`src/rtl/core/ttq_pkg.sv`:
```
package ttq_pkg;

    localparam int unsigned TimeW  = 32;
    localparam int unsigned CoordW = 12;
    localparam int unsigned SizeW  = 13;
    localparam int unsigned IntvW  = 16;
    localparam int unsigned CfgW   = 16;
    localparam int unsigned InW    = 80;
    localparam int unsigned OutW   = 32;

    // configuration register indexes
    typedef enum logic [2:0] {
        CFG_SCREEN_WIDTH      = 3'd0,
        CFG_SCREEN_HEIGHT     = 3'd1,
        CFG_REGION_LEFT       = 3'd2,
        CFG_REGION_TOP        = 3'd3,
        CFG_REGION_WIDTH      = 3'd4,
        CFG_REGION_HEIGHT     = 3'd5,
        CFG_DEBOUNCE_INTERVAL = 3'd6,
        CFG_POLL_INTERVAL     = 3'd7
    } cfg_index_t;

    localparam logic [SizeW-1:0]  RstScreenWidth  = 13'd200;
    localparam logic [SizeW-1:0]  RstScreenHeight = 13'd200;
    localparam logic [CoordW-1:0] RstRegionLeft   = 12'd10;
    localparam logic [CoordW-1:0] RstRegionTop    = 12'd15;
    localparam logic [SizeW-1:0]  RstRegionWidth  = 13'd180;
    localparam logic [SizeW-1:0]  RstRegionHeight = 13'd180;
    localparam logic [IntvW-1:0]  RstDebounce     = 16'd700;
    localparam logic [IntvW-1:0]  RstPoll         = 16'd20;

    // one poll request as captured from the input stream
    typedef struct packed {
        logic [7:0]        y_low_byte;
        logic [7:0]        y_high_byte;
        logic [7:0]        x_low_byte;
        logic [7:0]        x_high_byte;
        logic [7:0]        status_byte;
        logic              read_ok;
        logic [TimeW-1:0]  now_ms;
    } poll_t;

    // one result request
    typedef struct packed {
        logic              sensor_up;
        logic              sample_used;
        logic [CoordW-1:0] tap_y;
        logic [CoordW-1:0] tap_x;
        logic              tap_valid;
    } result_t;

    // clamp a 12-bit coordinate to a screen size, size zero acts as one
    function automatic logic [CoordW-1:0] clamp_coord(input logic [CoordW-1:0] v,
                                                      input logic [SizeW-1:0]  size);
        logic [SizeW-1:0] lim;
        logic [SizeW-1:0] top;
        lim = (size == '0) ? SizeW'(1) : size;
        top = lim - SizeW'(1);
        return ({1'b0, v} >= lim) ? top[CoordW-1:0] : v;
    endfunction

endpackage

```
`src/rtl/core/touch_tap_qualifier.sv`:
```
// Touch tap qualifier. Each input request is one poll of a touch controller:
// s_tdata carries the millisecond time stamp, the read-success flag and the raw
// status and coordinate bytes. Every poll gives exactly one result request on
// m_tdata. A poll that is not due (poll_interval not yet elapsed since the last
// due poll) while no touch is held is skipped and reported with sample_used low.
// A failed read drops the sensor-up and touch-held flags; a zero point count
// releases the touch. Only the first poll of a new touch can produce a tap: the
// coordinates are clamped to the screen size, and the tap is reported when
// debounce_interval ms have passed since the previous tap and the point lies in
// the configured rectangle (right and bottom bounds exclusive). A stored time
// of zero means never; time differences wrap modulo 2^32. Throughput is one
// poll per clock while m_tready keeps up: a poll waits in the input register
// while the flags and time stamps are updated, then the result register
// presents it, and only a stalled m_tready holds off s_tready.
// Configuration writes are taken at any time on cfg_valid (cfg_ready is always
// high) and should be made while no poll is in flight.
module touch_tap_qualifier (
    input  logic                   clk,
    input  logic                   rst_n,
    // config write channel
    input  logic                   cfg_valid,
    output logic                   cfg_ready,
    input  logic [2:0]             cfg_index,
    input  logic [ttq_pkg::CfgW-1:0] cfg_data,
    // poll input stream
    input  logic                   s_tvalid,
    output logic                   s_tready,
    // now_ms[31:0], read_ok[32], status_byte[40:33], x_high_byte[48:41],
    // x_low_byte[56:49], y_high_byte[64:57], y_low_byte[72:65], zero pad
    input  logic [ttq_pkg::InW-1:0] s_tdata,
    // result output stream
    output logic                   m_tvalid,
    input  logic                   m_tready,
    // tap_valid[0], tap_x[12:1], tap_y[24:13], sample_used[25],
    // sensor_up[26], zero pad
    output logic [ttq_pkg::OutW-1:0] m_tdata
);
    import ttq_pkg::*;

    // configuration registers
    logic [SizeW-1:0]  screen_width_reg;
    logic [SizeW-1:0]  screen_height_reg;
    logic [CoordW-1:0] region_left_reg;
    logic [CoordW-1:0] region_top_reg;
    logic [SizeW-1:0]  region_width_reg;
    logic [SizeW-1:0]  region_height_reg;
    logic [IntvW-1:0]  debounce_reg;
    logic [IntvW-1:0]  poll_reg;

    // tracking state
    logic              ready_flag_reg;
    logic              touch_held_reg;
    logic [TimeW-1:0]  last_tap_reg;
    logic [TimeW-1:0]  last_poll_reg;

    // pipeline registers
    logic              in_vld_reg;
    poll_t             in_reg;
    logic              out_vld_reg;
    result_t           out_reg;

    logic              advance;
    logic [TimeW-1:0]  poll_age;
    logic [TimeW-1:0]  tap_age;
    logic              due;
    logic              skip;
    logic              has_point;
    logic [CoordW-1:0] x_clamped;
    logic [CoordW-1:0] y_clamped;
    logic [SizeW:0]    right_edge;
    logic [SizeW:0]    bottom_edge;
    logic              in_region;
    logic              debounce_active;
    logic              tap;
    result_t           result_next;
    logic              ready_flag_next;
    logic              touch_held_next;

    assign cfg_ready = 1'b1;

    // input register moves on whenever the result slot is free or drained
    assign advance  = !out_vld_reg || m_tready;
    assign s_tready = !in_vld_reg || advance;
    assign m_tvalid = out_vld_reg;
    assign m_tdata  = OutW'(out_reg);

    // poll scheduling and debounce
    assign poll_age = in_reg.now_ms - last_poll_reg;
    assign tap_age  = in_reg.now_ms - last_tap_reg;
    assign due      = (last_poll_reg == '0) || (poll_age >= TimeW'(poll_reg));
    assign skip     = !due && !touch_held_reg;
    assign debounce_active = (last_tap_reg != '0) && (tap_age < TimeW'(debounce_reg));
    assign has_point = (in_reg.status_byte[3:0] != 4'd0);

    // hit test on clamped coordinates
    assign x_clamped = clamp_coord({in_reg.x_high_byte[3:0], in_reg.x_low_byte},
                                   screen_width_reg);
    assign y_clamped = clamp_coord({in_reg.y_high_byte[3:0], in_reg.y_low_byte},
                                   screen_height_reg);
    assign right_edge  = (SizeW+1)'(region_left_reg) + (SizeW+1)'(region_width_reg);
    assign bottom_edge = (SizeW+1)'(region_top_reg) + (SizeW+1)'(region_height_reg);
    assign in_region = (x_clamped >= region_left_reg)
                    && ((SizeW+1)'(x_clamped) < right_edge)
                    && (y_clamped >= region_top_reg)
                    && ((SizeW+1)'(y_clamped) < bottom_edge);

    // a tap needs a fresh touch on a good read
    assign tap = !skip && in_reg.read_ok && has_point && !touch_held_reg
              && !debounce_active && in_region;

    always_comb
    begin
        ready_flag_next = ready_flag_reg;
        touch_held_next = touch_held_reg;
        if (!skip)
        begin
            if (!in_reg.read_ok)
            begin
                ready_flag_next = 1'b0;
                touch_held_next = 1'b0;
            end
            else
            begin
                ready_flag_next = 1'b1;
                touch_held_next = has_point;
            end
        end
        result_next.tap_valid   = tap;
        result_next.tap_x       = tap ? x_clamped : '0;
        result_next.tap_y       = tap ? y_clamped : '0;
        result_next.sample_used = !skip;
        result_next.sensor_up   = ready_flag_next;
    end

    // configuration writes
    always_ff @(posedge clk or negedge rst_n)
    begin
        if (!rst_n)
        begin
            screen_width_reg  <= RstScreenWidth;
            screen_height_reg <= RstScreenHeight;
            region_left_reg   <= RstRegionLeft;
            region_top_reg    <= RstRegionTop;
            region_width_reg  <= RstRegionWidth;
            region_height_reg <= RstRegionHeight;
            debounce_reg      <= RstDebounce;
            poll_reg          <= RstPoll;
        end
        else if (cfg_valid)
        begin
            unique case (cfg_index_t'(cfg_index))
                CFG_SCREEN_WIDTH:      screen_width_reg  <= cfg_data[SizeW-1:0];
                CFG_SCREEN_HEIGHT:     screen_height_reg <= cfg_data[SizeW-1:0];
                CFG_REGION_LEFT:       region_left_reg   <= cfg_data[CoordW-1:0];
                CFG_REGION_TOP:        region_top_reg    <= cfg_data[CoordW-1:0];
                CFG_REGION_WIDTH:      region_width_reg  <= cfg_data[SizeW-1:0];
                CFG_REGION_HEIGHT:     region_height_reg <= cfg_data[SizeW-1:0];
                CFG_DEBOUNCE_INTERVAL: debounce_reg      <= cfg_data[IntvW-1:0];
                CFG_POLL_INTERVAL:     poll_reg          <= cfg_data[IntvW-1:0];
                default:               ;
            endcase
        end
    end

    // state and pipeline control
    always_ff @(posedge clk or negedge rst_n)
    begin
        if (!rst_n)
        begin
            in_vld_reg     <= 1'b0;
            out_vld_reg    <= 1'b0;
            ready_flag_reg <= 1'b0;
            touch_held_reg <= 1'b0;
            last_tap_reg   <= '0;
            last_poll_reg  <= '0;
        end
        else
        begin
            if (s_tready)
            begin
                in_vld_reg <= s_tvalid;
            end
            if (advance)
            begin
                out_vld_reg <= in_vld_reg;
            end
            if (advance && in_vld_reg)
            begin
                ready_flag_reg <= ready_flag_next;
                touch_held_reg <= touch_held_next;
                if (!skip && due)
                begin
                    last_poll_reg <= in_reg.now_ms;
                end
                if (tap)
                begin
                    last_tap_reg <= in_reg.now_ms;
                end
            end
        end
    end

    // payload registers
    always_ff @(posedge clk)
    begin
        if (s_tready && s_tvalid)
        begin
            in_reg <= poll_t'(s_tdata[$bits(poll_t)-1:0]);
        end
        if (advance && in_vld_reg)
        begin
            out_reg <= result_next;
        end
    end

    // a reported tap always comes from an evaluated poll on a live sensor
    a_tap_used: assert property (@(posedge clk) disable iff (!rst_n)
        out_vld_reg && out_reg.tap_valid |-> out_reg.sample_used && out_reg.sensor_up)
        else $error("tap reported on skipped poll or dead sensor");

    // a tap leaves the touch held and stamps the tap time
    a_tap_holds: assert property (@(posedge clk) disable iff (!rst_n)
        advance && in_vld_reg && tap |=> touch_held_reg && last_tap_reg == $past(in_reg.now_ms))
        else $error("tap did not update touch state");

    // skipped polls leave all tracking state alone
    a_skip_keeps: assert property (@(posedge clk) disable iff (!rst_n)
        advance && in_vld_reg && skip |=> $stable(ready_flag_reg) && $stable(touch_held_reg)
            && $stable(last_poll_reg) && $stable(last_tap_reg))
        else $error("skipped poll changed state");

    // coordinates are zero when no tap is reported
    a_zero_coords: assert property (@(posedge clk) disable iff (!rst_n)
        out_vld_reg && !out_reg.tap_valid |-> out_reg.tap_x == '0 && out_reg.tap_y == '0)
        else $error("coordinates present without a tap");

endmodule

```
`config.mk`:
```
export PLATFORM = sky130hd
export DESIGN_NAME = touch_tap_qualifier
export DESIGN_NICKNAME = d
export VERILOG_FILES = /design/src/rtl/core/ttq_pkg.sv /design/src/rtl/core/touch_tap_qualifier.sv
export SDC_FILE = /design/constraint.sdc
export NUM_CORES = 1
export LEC_CHECK = 0
export BUFFER_PORTS_ARGS = -buffer_cell sky130_fd_sc_hd__buf_2
export CAP_MARGIN = 30
export CORE_UTILIZATION = 50
export DETAILED_ROUTE_END_ITERATION = 6
export PLACE_DENSITY = 0.68
export SYNTH_ARGS = -nofsm -noshare
export SYNTH_HDL_FRONTEND = slang
export SYNTH_SLANG_ARGS = --single-unit
```
`constraint.sdc`:
```
create_clock -name clk -period 5.6 [get_ports clk]
set_input_delay 0 -clock clk [delete_from_list [all_inputs] [get_ports clk]]
set_output_delay 0 -clock clk [all_outputs]
set_load 0.05 [all_outputs]
```
==> flow_metrics.tcl, run 1 <==
set metrics [dict create \
    antenna_left 0 \
    gp_routability_congestion 0.927 \
    dp_hpwl_um 33200 \
    count_of_yosys_warnings_during_synthesis 0 \
    max-cap-violations 0 \
    fmax_mhz 189 \
    clock-skew-final_ps 28.8 \
    crit_path_top_delay_cell "sky130_fd_sc_hd__dfstp_2" \
    post-route-period-util_pct 94.5 \
    mostFrequentLayoutCells "sky130_fd_sc_hd__ha_1 (189), sky130_fd_sc_hd__nand2_1 (168), sky130_fd_sc_hd__inv_1 (167)" \
    stdcell_area_mm2 0.0208 \
    rows 68 \
    tightestPinTransition_ps 869 \
    synth_top_cells_by_area "sky130_fd_sc_hd__dfrtp_1 (21%), sky130_fd_sc_hd__edfxtp_1 (15%), sky130_fd_sc_hd__ha_1 (13%), sky130_fd_sc_hd__mux2_2 (5.4%), sky130_fd_sc_hd__o21ai_0 (4.2%)" \
    h-tree-depth 1 \
    layout-drive-gt1-share_pct 18.4 \
    grt_first_pass_wirelength_um 70900 \
    largest_register_ff_count 61 \
    nNetsFinal 2267 \
    area_delta_synth_final_pct 18.8 \
    placeableCoreArea_mm2 0.0345 \
    crit_type "reg2reg" \
    first_global_vias 13400 \
    finalWirelength_um 45000 \
    outcome "finished clean" \
    synthesized_area_mm2 0.0175 \
    sinks_on_clock_net 264 \
    cts-root-to-sink-buffers 3 \
    synth_top_flop_cell "sky130_fd_sc_hd__dfrtp_1" \
    drv_slew 0 \
    die_w_um 189 \
    routed_wire_length_per_instance_um 18.4 \
    setup.worst_path.start_class "flop" \
    worst_path_largest_cell_delay_ps 570 \
    synthDominantCellAreaShare_pct 21.1 \
    finalCriticalPeriod_ps 5290 \
    vias 13800 \
    ir_drop_uv 352 \
    critical_path.top_delay_family "compound AO/OA/AOI/OAI gates" \
    layout_commonest_cell "sky130_fd_sc_hd__ha_1" \
    grt_antenna_before_repair 0 \
    worst_skew_pair.late_latency_ps 590 \
    path_max_fanout 24 \
    leakage_nw 9.23 \
    post_synth_edffs 88 \
    asyncSetResetFlopFracSynth_pct 66.7 \
    floorplan.initialDensity_pct 50.7 \
    critical-path-top-cell-by-count "sky130_fd_sc_hd__o21ai_0" \
    finalHoldWorstSlack_ps 8.30 \
    antenna_cells 0 \
    drt-initial-drc-count 948 \
    overflow 0 \
    worst_hold_path_type "in2async" \
    port-buffer-count 113 \
    cp-end-kind "flop" \
    detail_route.first_pass.iterations 5 \
    critPathArrivalTime_ps 5750 \
    dieHeight_um 189 \
    tritoncts "done" \
    clock_tree_root_buffer_cell "sky130_fd_sc_hd__clkbuf_16" \
    finalCoreUtilization_pct 60.3 \
    synth.yosys.seq_area_share_pct 40.4 \
    postSynthCellCount 1757 \
    post_drt_via_cell_ratio 5.64 \
    path_clk_slew_ps 60 \
    power_density_of_the_placed_cells_mw_per_mm2 433 \
    finalHoldViolCount 0 \
    synth_area_per_cell_um2 9.97 \
    ioPinCount 139 \
    grt_max_degree 80 \
    flip_flop_and_latch_count_after_synthesis 264 \
    setup_viol_count_final 0 \
    place_area_mm2 0.0188 \
    critPathBufInv 3 \
    drcViolationCount 0 \
    globalRouteTotalUtil_pct 25.1 \
    cts_buffers 29 \
    worst_slew_slack_as_a_fraction_of_its_limit_pct 42.1 \
    timing.critical_path.required_ps 6050 \
    synth_largest_area_cell "sky130_fd_sc_hd__dfrtp_1" \
    die_area_mm2 0.0358 \
    synth_cell_types 80 \
]
-- layout make-up --
class | count | area, µm²
clock buffer | 36 | 792
clock inverter | 18 | 335
fill | 2855 | 13700
inverter | 168 | 631
multi-input combinational | 1278 | 9640
sequential | 264 | 7080
tap | 455 | 569
timing repair buffer | 229 | 1780
-- routing by layer --
metal | vias to the layer above | global-route usage, % | wire length [µm]
li1 | 6775 | - | -
met2 | 351 | 40.7 | 20800
met4 | 0 | 7.44 | 1180
met3 | 78 | 3.00 | 2250
met1 | 6603 | 35.3 | 20800
met5 | - | 0 | 0
-- kinds of logic after synthesis --
group                      count (synthesis)  synth area share [%]
AOI/OAI and AO/OA                        444                  15.8
other                                      2                0.0429
DFF                                      264                  40.4
xor gates and xnor gates                  81                  4.05
muxes                                    122                  8.43
buffers and inverters                    219                  4.98
adders and majority gates                193                  14.0
and+or+nand+nor                          432                  12.4
-- Yosys cell counts (5+ instances only) --
cell type	number
sky130_fd_sc_hd__a2111oi_0	7
sky130_fd_sc_hd__a211oi_1	22
sky130_fd_sc_hd__a21o_1	39
sky130_fd_sc_hd__a21oi_1	104
sky130_fd_sc_hd__a31oi_1	15
sky130_fd_sc_hd__and2_1	7
sky130_fd_sc_hd__and3_1	6
sky130_fd_sc_hd__buf_2	5
sky130_fd_sc_hd__buf_4	6
sky130_fd_sc_hd__clkbuf_1	36
sky130_fd_sc_hd__dfrtp_1	148
sky130_fd_sc_hd__dfstp_2	28
sky130_fd_sc_hd__edfxtp_1	88
sky130_fd_sc_hd__ha_1	189
sky130_fd_sc_hd__inv_1	167
sky130_fd_sc_hd__mux2_2	84
sky130_fd_sc_hd__mux2_4	30
sky130_fd_sc_hd__mux2i_1	8
sky130_fd_sc_hd__nand2_1	168
sky130_fd_sc_hd__nand2b_1	16
sky130_fd_sc_hd__nand3_1	20
sky130_fd_sc_hd__nand4_1	33
sky130_fd_sc_hd__nand4b_1	5
sky130_fd_sc_hd__nor2_1	59
sky130_fd_sc_hd__nor2b_1	37
sky130_fd_sc_hd__nor3_1	25
sky130_fd_sc_hd__nor4_1	24
sky130_fd_sc_hd__o211ai_1	8
sky130_fd_sc_hd__o21a_1	20
sky130_fd_sc_hd__o21ai_0	148
sky130_fd_sc_hd__o21ai_1	7
sky130_fd_sc_hd__o21bai_1	12
sky130_fd_sc_hd__o221ai_1	5
sky130_fd_sc_hd__o22ai_1	5
sky130_fd_sc_hd__o31ai_1	5
sky130_fd_sc_hd__or3_1	9
sky130_fd_sc_hd__xnor2_1	56
sky130_fd_sc_hd__xor2_1	25
-- what timing repair did --
| item | in CTS | in global routing |
|---|---|---|
| endpoints found under the hold margin | 248 | 0 |
| hold buffers | 86 | 0 |
| gates resized for setup | 0 | 7 |
| endpoints found under the setup margin | 0 | 46 |
| buffers inserted | 0 | 2 |
-- power by group --
group | leakage, nW | total, mW | switching [mW] | internal (mW)
clock network | 0.552 | 2.23 | 0.810 | 1.42
registers | 2.96 | 2.69 | 0.285 | 2.40
logic | 5.72 | 4.10 | 2.28 | 1.82
-- worst register-to-register path, cell delays in order (launching register included) --
cell	delay, ps
sky130_fd_sc_hd__dfstp_2	570
sky130_fd_sc_hd__nor3_4	50
sky130_fd_sc_hd__and4_1	220
sky130_fd_sc_hd__a41o_1	280
sky130_fd_sc_hd__ha_1	270
sky130_fd_sc_hd__nand2b_1	140
sky130_fd_sc_hd__a31oi_1	150
sky130_fd_sc_hd__o21ai_0	110
sky130_fd_sc_hd__a31oi_1	240
sky130_fd_sc_hd__buf_12	200
sky130_fd_sc_hd__nand2_1	70
sky130_fd_sc_hd__o21ai_0	170
sky130_fd_sc_hd__ha_1	320
sky130_fd_sc_hd__a21oi_1	160
sky130_fd_sc_hd__nor2b_1	60
sky130_fd_sc_hd__o21ai_0	150
sky130_fd_sc_hd__nand2b_1	80
sky130_fd_sc_hd__a21oi_1	170
sky130_fd_sc_hd__o21ai_0	130
sky130_fd_sc_hd__a211o_1	310
sky130_fd_sc_hd__a32oi_1	190
sky130_fd_sc_hd__nand4_1	180
sky130_fd_sc_hd__nor3_4	260
sky130_fd_sc_hd__buf_12	140
sky130_fd_sc_hd__buf_12	170
sky130_fd_sc_hd__mux2_2	370
-- metrics by stage --
step / TNS, ps / total power, mW / cells / worst slack, ps
6_report: 0 / 9.02 / 2448 / 307
5_1_grt: -4.51 / 9.66 / 2448 / -4.51
4_1_cts: 0 / 9.00 / 2445 / 150
3_5_place_dp: 0 / 6.69 / 2305 / 219
3_3_place_gp: 0 / 6.58 / 2301 / 346
2_1_floorplan: 0 / 5.67 / 1761 / 586
-- path summary, 6_finish.rpt --
kind                                         to                  from  cells after the start  slack (ps)
setup / recovery               last_tap_reg[31]  screen_height_reg[3]                     25         310
hold / removal             screen_height_reg[5]                 rst_n                      2           8
setup reg to reg               last_tap_reg[31]  screen_height_reg[3]                     25         310
hold reg to reg                        m_tvalid            in_vld_reg                      1         500
max in group asynchronous     last_poll_reg[27]                 rst_n                      3        4170
min in group clk                      in_reg[4]            s_tdata[4]                      2         110
Power figures use the tool's default switching activity.
==> run 2: changes to the inputs <==
Settings changed: CORE_UTILIZATION 50 to 45, PLACE_DENSITY 0.68 to not set.
==> flow_metrics.tcl, run 2 (synthesized netlist as in run 1, its figures left out) <==
set metrics [dict create \
    sinks_on_clock_net 264 \
    first_global_vias 13600 \
    stdcell_count 2516 \
    dpl_worst_slack_ps 265 \
    stdcell_area_mm2 0.0209 \
    rows 71 \
    setup_slack_ps 340 \
    ir_drop_uv 256 \
    worst_hold_path_type "in2async" \
    tightestPinTransition_ps 904 \
    timing.critical_path.required_ps 6060 \
    cts_buffers 31 \
    die_w_um 199 \
    ioPinCount 139 \
    floorplan.initialDensity_pct 46.1 \
    finalHoldViolCount 0 \
    antenna_left 0 \
    mostFrequentLayoutCells "sky130_fd_sc_hd__ha_1 (189), sky130_fd_sc_hd__nand2_1 (168), sky130_fd_sc_hd__inv_1 (167)" \
    finalWirelength_um 46800 \
    finalHoldWorstSlack_ps 109 \
    setup_viol_count_final 0 \
    power_density_of_the_placed_cells_mw_per_mm2 427 \
    layout-drive-gt1-share_pct 18.8 \
    fmax_mhz 190 \
    routed_wire_length_per_instance_um 18.6 \
    detail_route.first_pass.iterations 5 \
    die_area_mm2 0.0397 \
    place_area_mm2 0.0189 \
    h-tree-depth 1 \
    setup.worst_path.start_class "flop" \
    gp_routability_congestion 0.884 \
    max-cap-violations 0 \
    critPathArrivalTime_ps 5720 \
    grt_first_pass_wirelength_um 73800 \
    post-route-period-util_pct 93.9 \
    drt-initial-drc-count 794 \
    outcome "finished clean" \
    globalRouteTotalUtil_pct 23.9 \
    dieHeight_um 199 \
    layout_commonest_cell "sky130_fd_sc_hd__ha_1" \
    cts-root-to-sink-buffers 3 \
    area_delta_synth_final_pct 19.3 \
    path_max_fanout 16 \
    port-buffer-count 113 \
    cp-end-kind "flop" \
    drcViolationCount 0 \
    vias 13800 \
    grt_antenna_before_repair 3 \
    finalCoreUtilization_pct 55.0 \
    leakage_nw 9.24 \
    dp_hpwl_um 34500 \
    grt_max_degree 71 \
    overflow 0 \
    nNetsFinal 2276 \
    drv_slew 0 \
    path_clk_slew_ps 60 \
    clock-skew-final_ps 25.8 \
    worst_slew_slack_as_a_fraction_of_its_limit_pct 39.7 \
    tritoncts "done" \
    placeableCoreArea_mm2 0.0380 \
    largest_register_ff_count 61 \
    post_drt_via_cell_ratio 5.50 \
    worst_skew_pair.late_latency_ps 600 \
    clock_tree_root_buffer_cell "sky130_fd_sc_hd__clkbuf_16" \
    crit_type "reg2reg" \
    finalCriticalPeriod_ps 5260 \
    dp_cells 2366 \
    regToRegSetupSlack_ps 340 \
]
==> run 2: cell count changes in the layout (fill, tap and decap cells not counted), sizes merged <==
cell / delta
clkdlybuf4s15: +1
clkbuf: +10
inv: +3
bufinv: -6
clkinv: -3
dlygate4sd3: -1
buf: +7
diode: +1
==> run 2: metal layers <==
layer  global-route usage, %  vias to the layer above  wire [µm]
met5                       0                        -          0
met4                    5.32                        0        838
met3                    2.85                       58       2250
met2                    38.5                      314      21600
met1                    34.4                     6675      22200
li1                        -                     6790          -
==> run 2: path summary, 6_finish.rpt <==
check	start	end	cells after the start
setup / recovery	screen_height_reg[7]	last_tap_reg[31]	22
hold / removal	rst_n	screen_height_reg[3]	2
setup reg to reg	screen_height_reg[7]	last_tap_reg[31]	22
hold reg to reg	in_vld_reg	m_tvalid	1
max in group asynchronous	rst_n	last_tap_reg[22]	3
min in group clk	s_tdata[70]	in_reg[70]	2
==> run 2: worst max-delay path, stage by stage (launching register included) <==
cell and delay (ps):
sky130_fd_sc_hd__dfstp_2 580, sky130_fd_sc_hd__nor3_4 70, sky130_fd_sc_hd__and4_1 210, sky130_fd_sc_hd__a41o_1 280
sky130_fd_sc_hd__ha_1 280, sky130_fd_sc_hd__nand2b_1 90, sky130_fd_sc_hd__a31oi_1 90, sky130_fd_sc_hd__o21ai_1 180
sky130_fd_sc_hd__a31oi_2 130, sky130_fd_sc_hd__buf_4 180, sky130_fd_sc_hd__buf_4 140, sky130_fd_sc_hd__o21ai_0 480
sky130_fd_sc_hd__ha_1 340, sky130_fd_sc_hd__and3_1 170, sky130_fd_sc_hd__nand3_1 120, sky130_fd_sc_hd__o21ai_0 140
sky130_fd_sc_hd__a211o_1 320, sky130_fd_sc_hd__a32oi_1 190, sky130_fd_sc_hd__nand4_1 180, sky130_fd_sc_hd__nor3_4 210
sky130_fd_sc_hd__buf_4 180, sky130_fd_sc_hd__buf_12 180, sky130_fd_sc_hd__mux2_2 350
==> run 2: report_power, final <==
group | total, mW | internal [mW] | switching [mW]
sequential | 2.69 | 2.40 | 0.288
clock | 2.12 | 1.28 | 0.841
combinational | 4.12 | 1.83 | 2.29
==> run 2: timing repair <==
action | in CTS | in global routing
setup endpoints to repair | 0 | 57
hold buffers | 86 | 0
hold endpoints to repair | 224 | 0
resized for setup | 0 | 18
setup buffers | 0 | 3
==> run 2: area by class of cell <==
type	instances	area [µm²]
repair buffers	236	1810
diodes	1	2.50
clock buffers	46	915
flip-flops and latches	264	7080
multi-input cells	1278	9660
fillers	3421	17100
well taps	511	639
clock inverters	12	164
inverters	168	631
==> run 2: stage by stage <==
step,TNS [ps],total power [mW]
after floorplan,0,5.67
after global placement,0,6.62
after detailed placement,0,6.70
after CTS,0,8.91
after global routing,-1.53,9.62
final,0,8.93
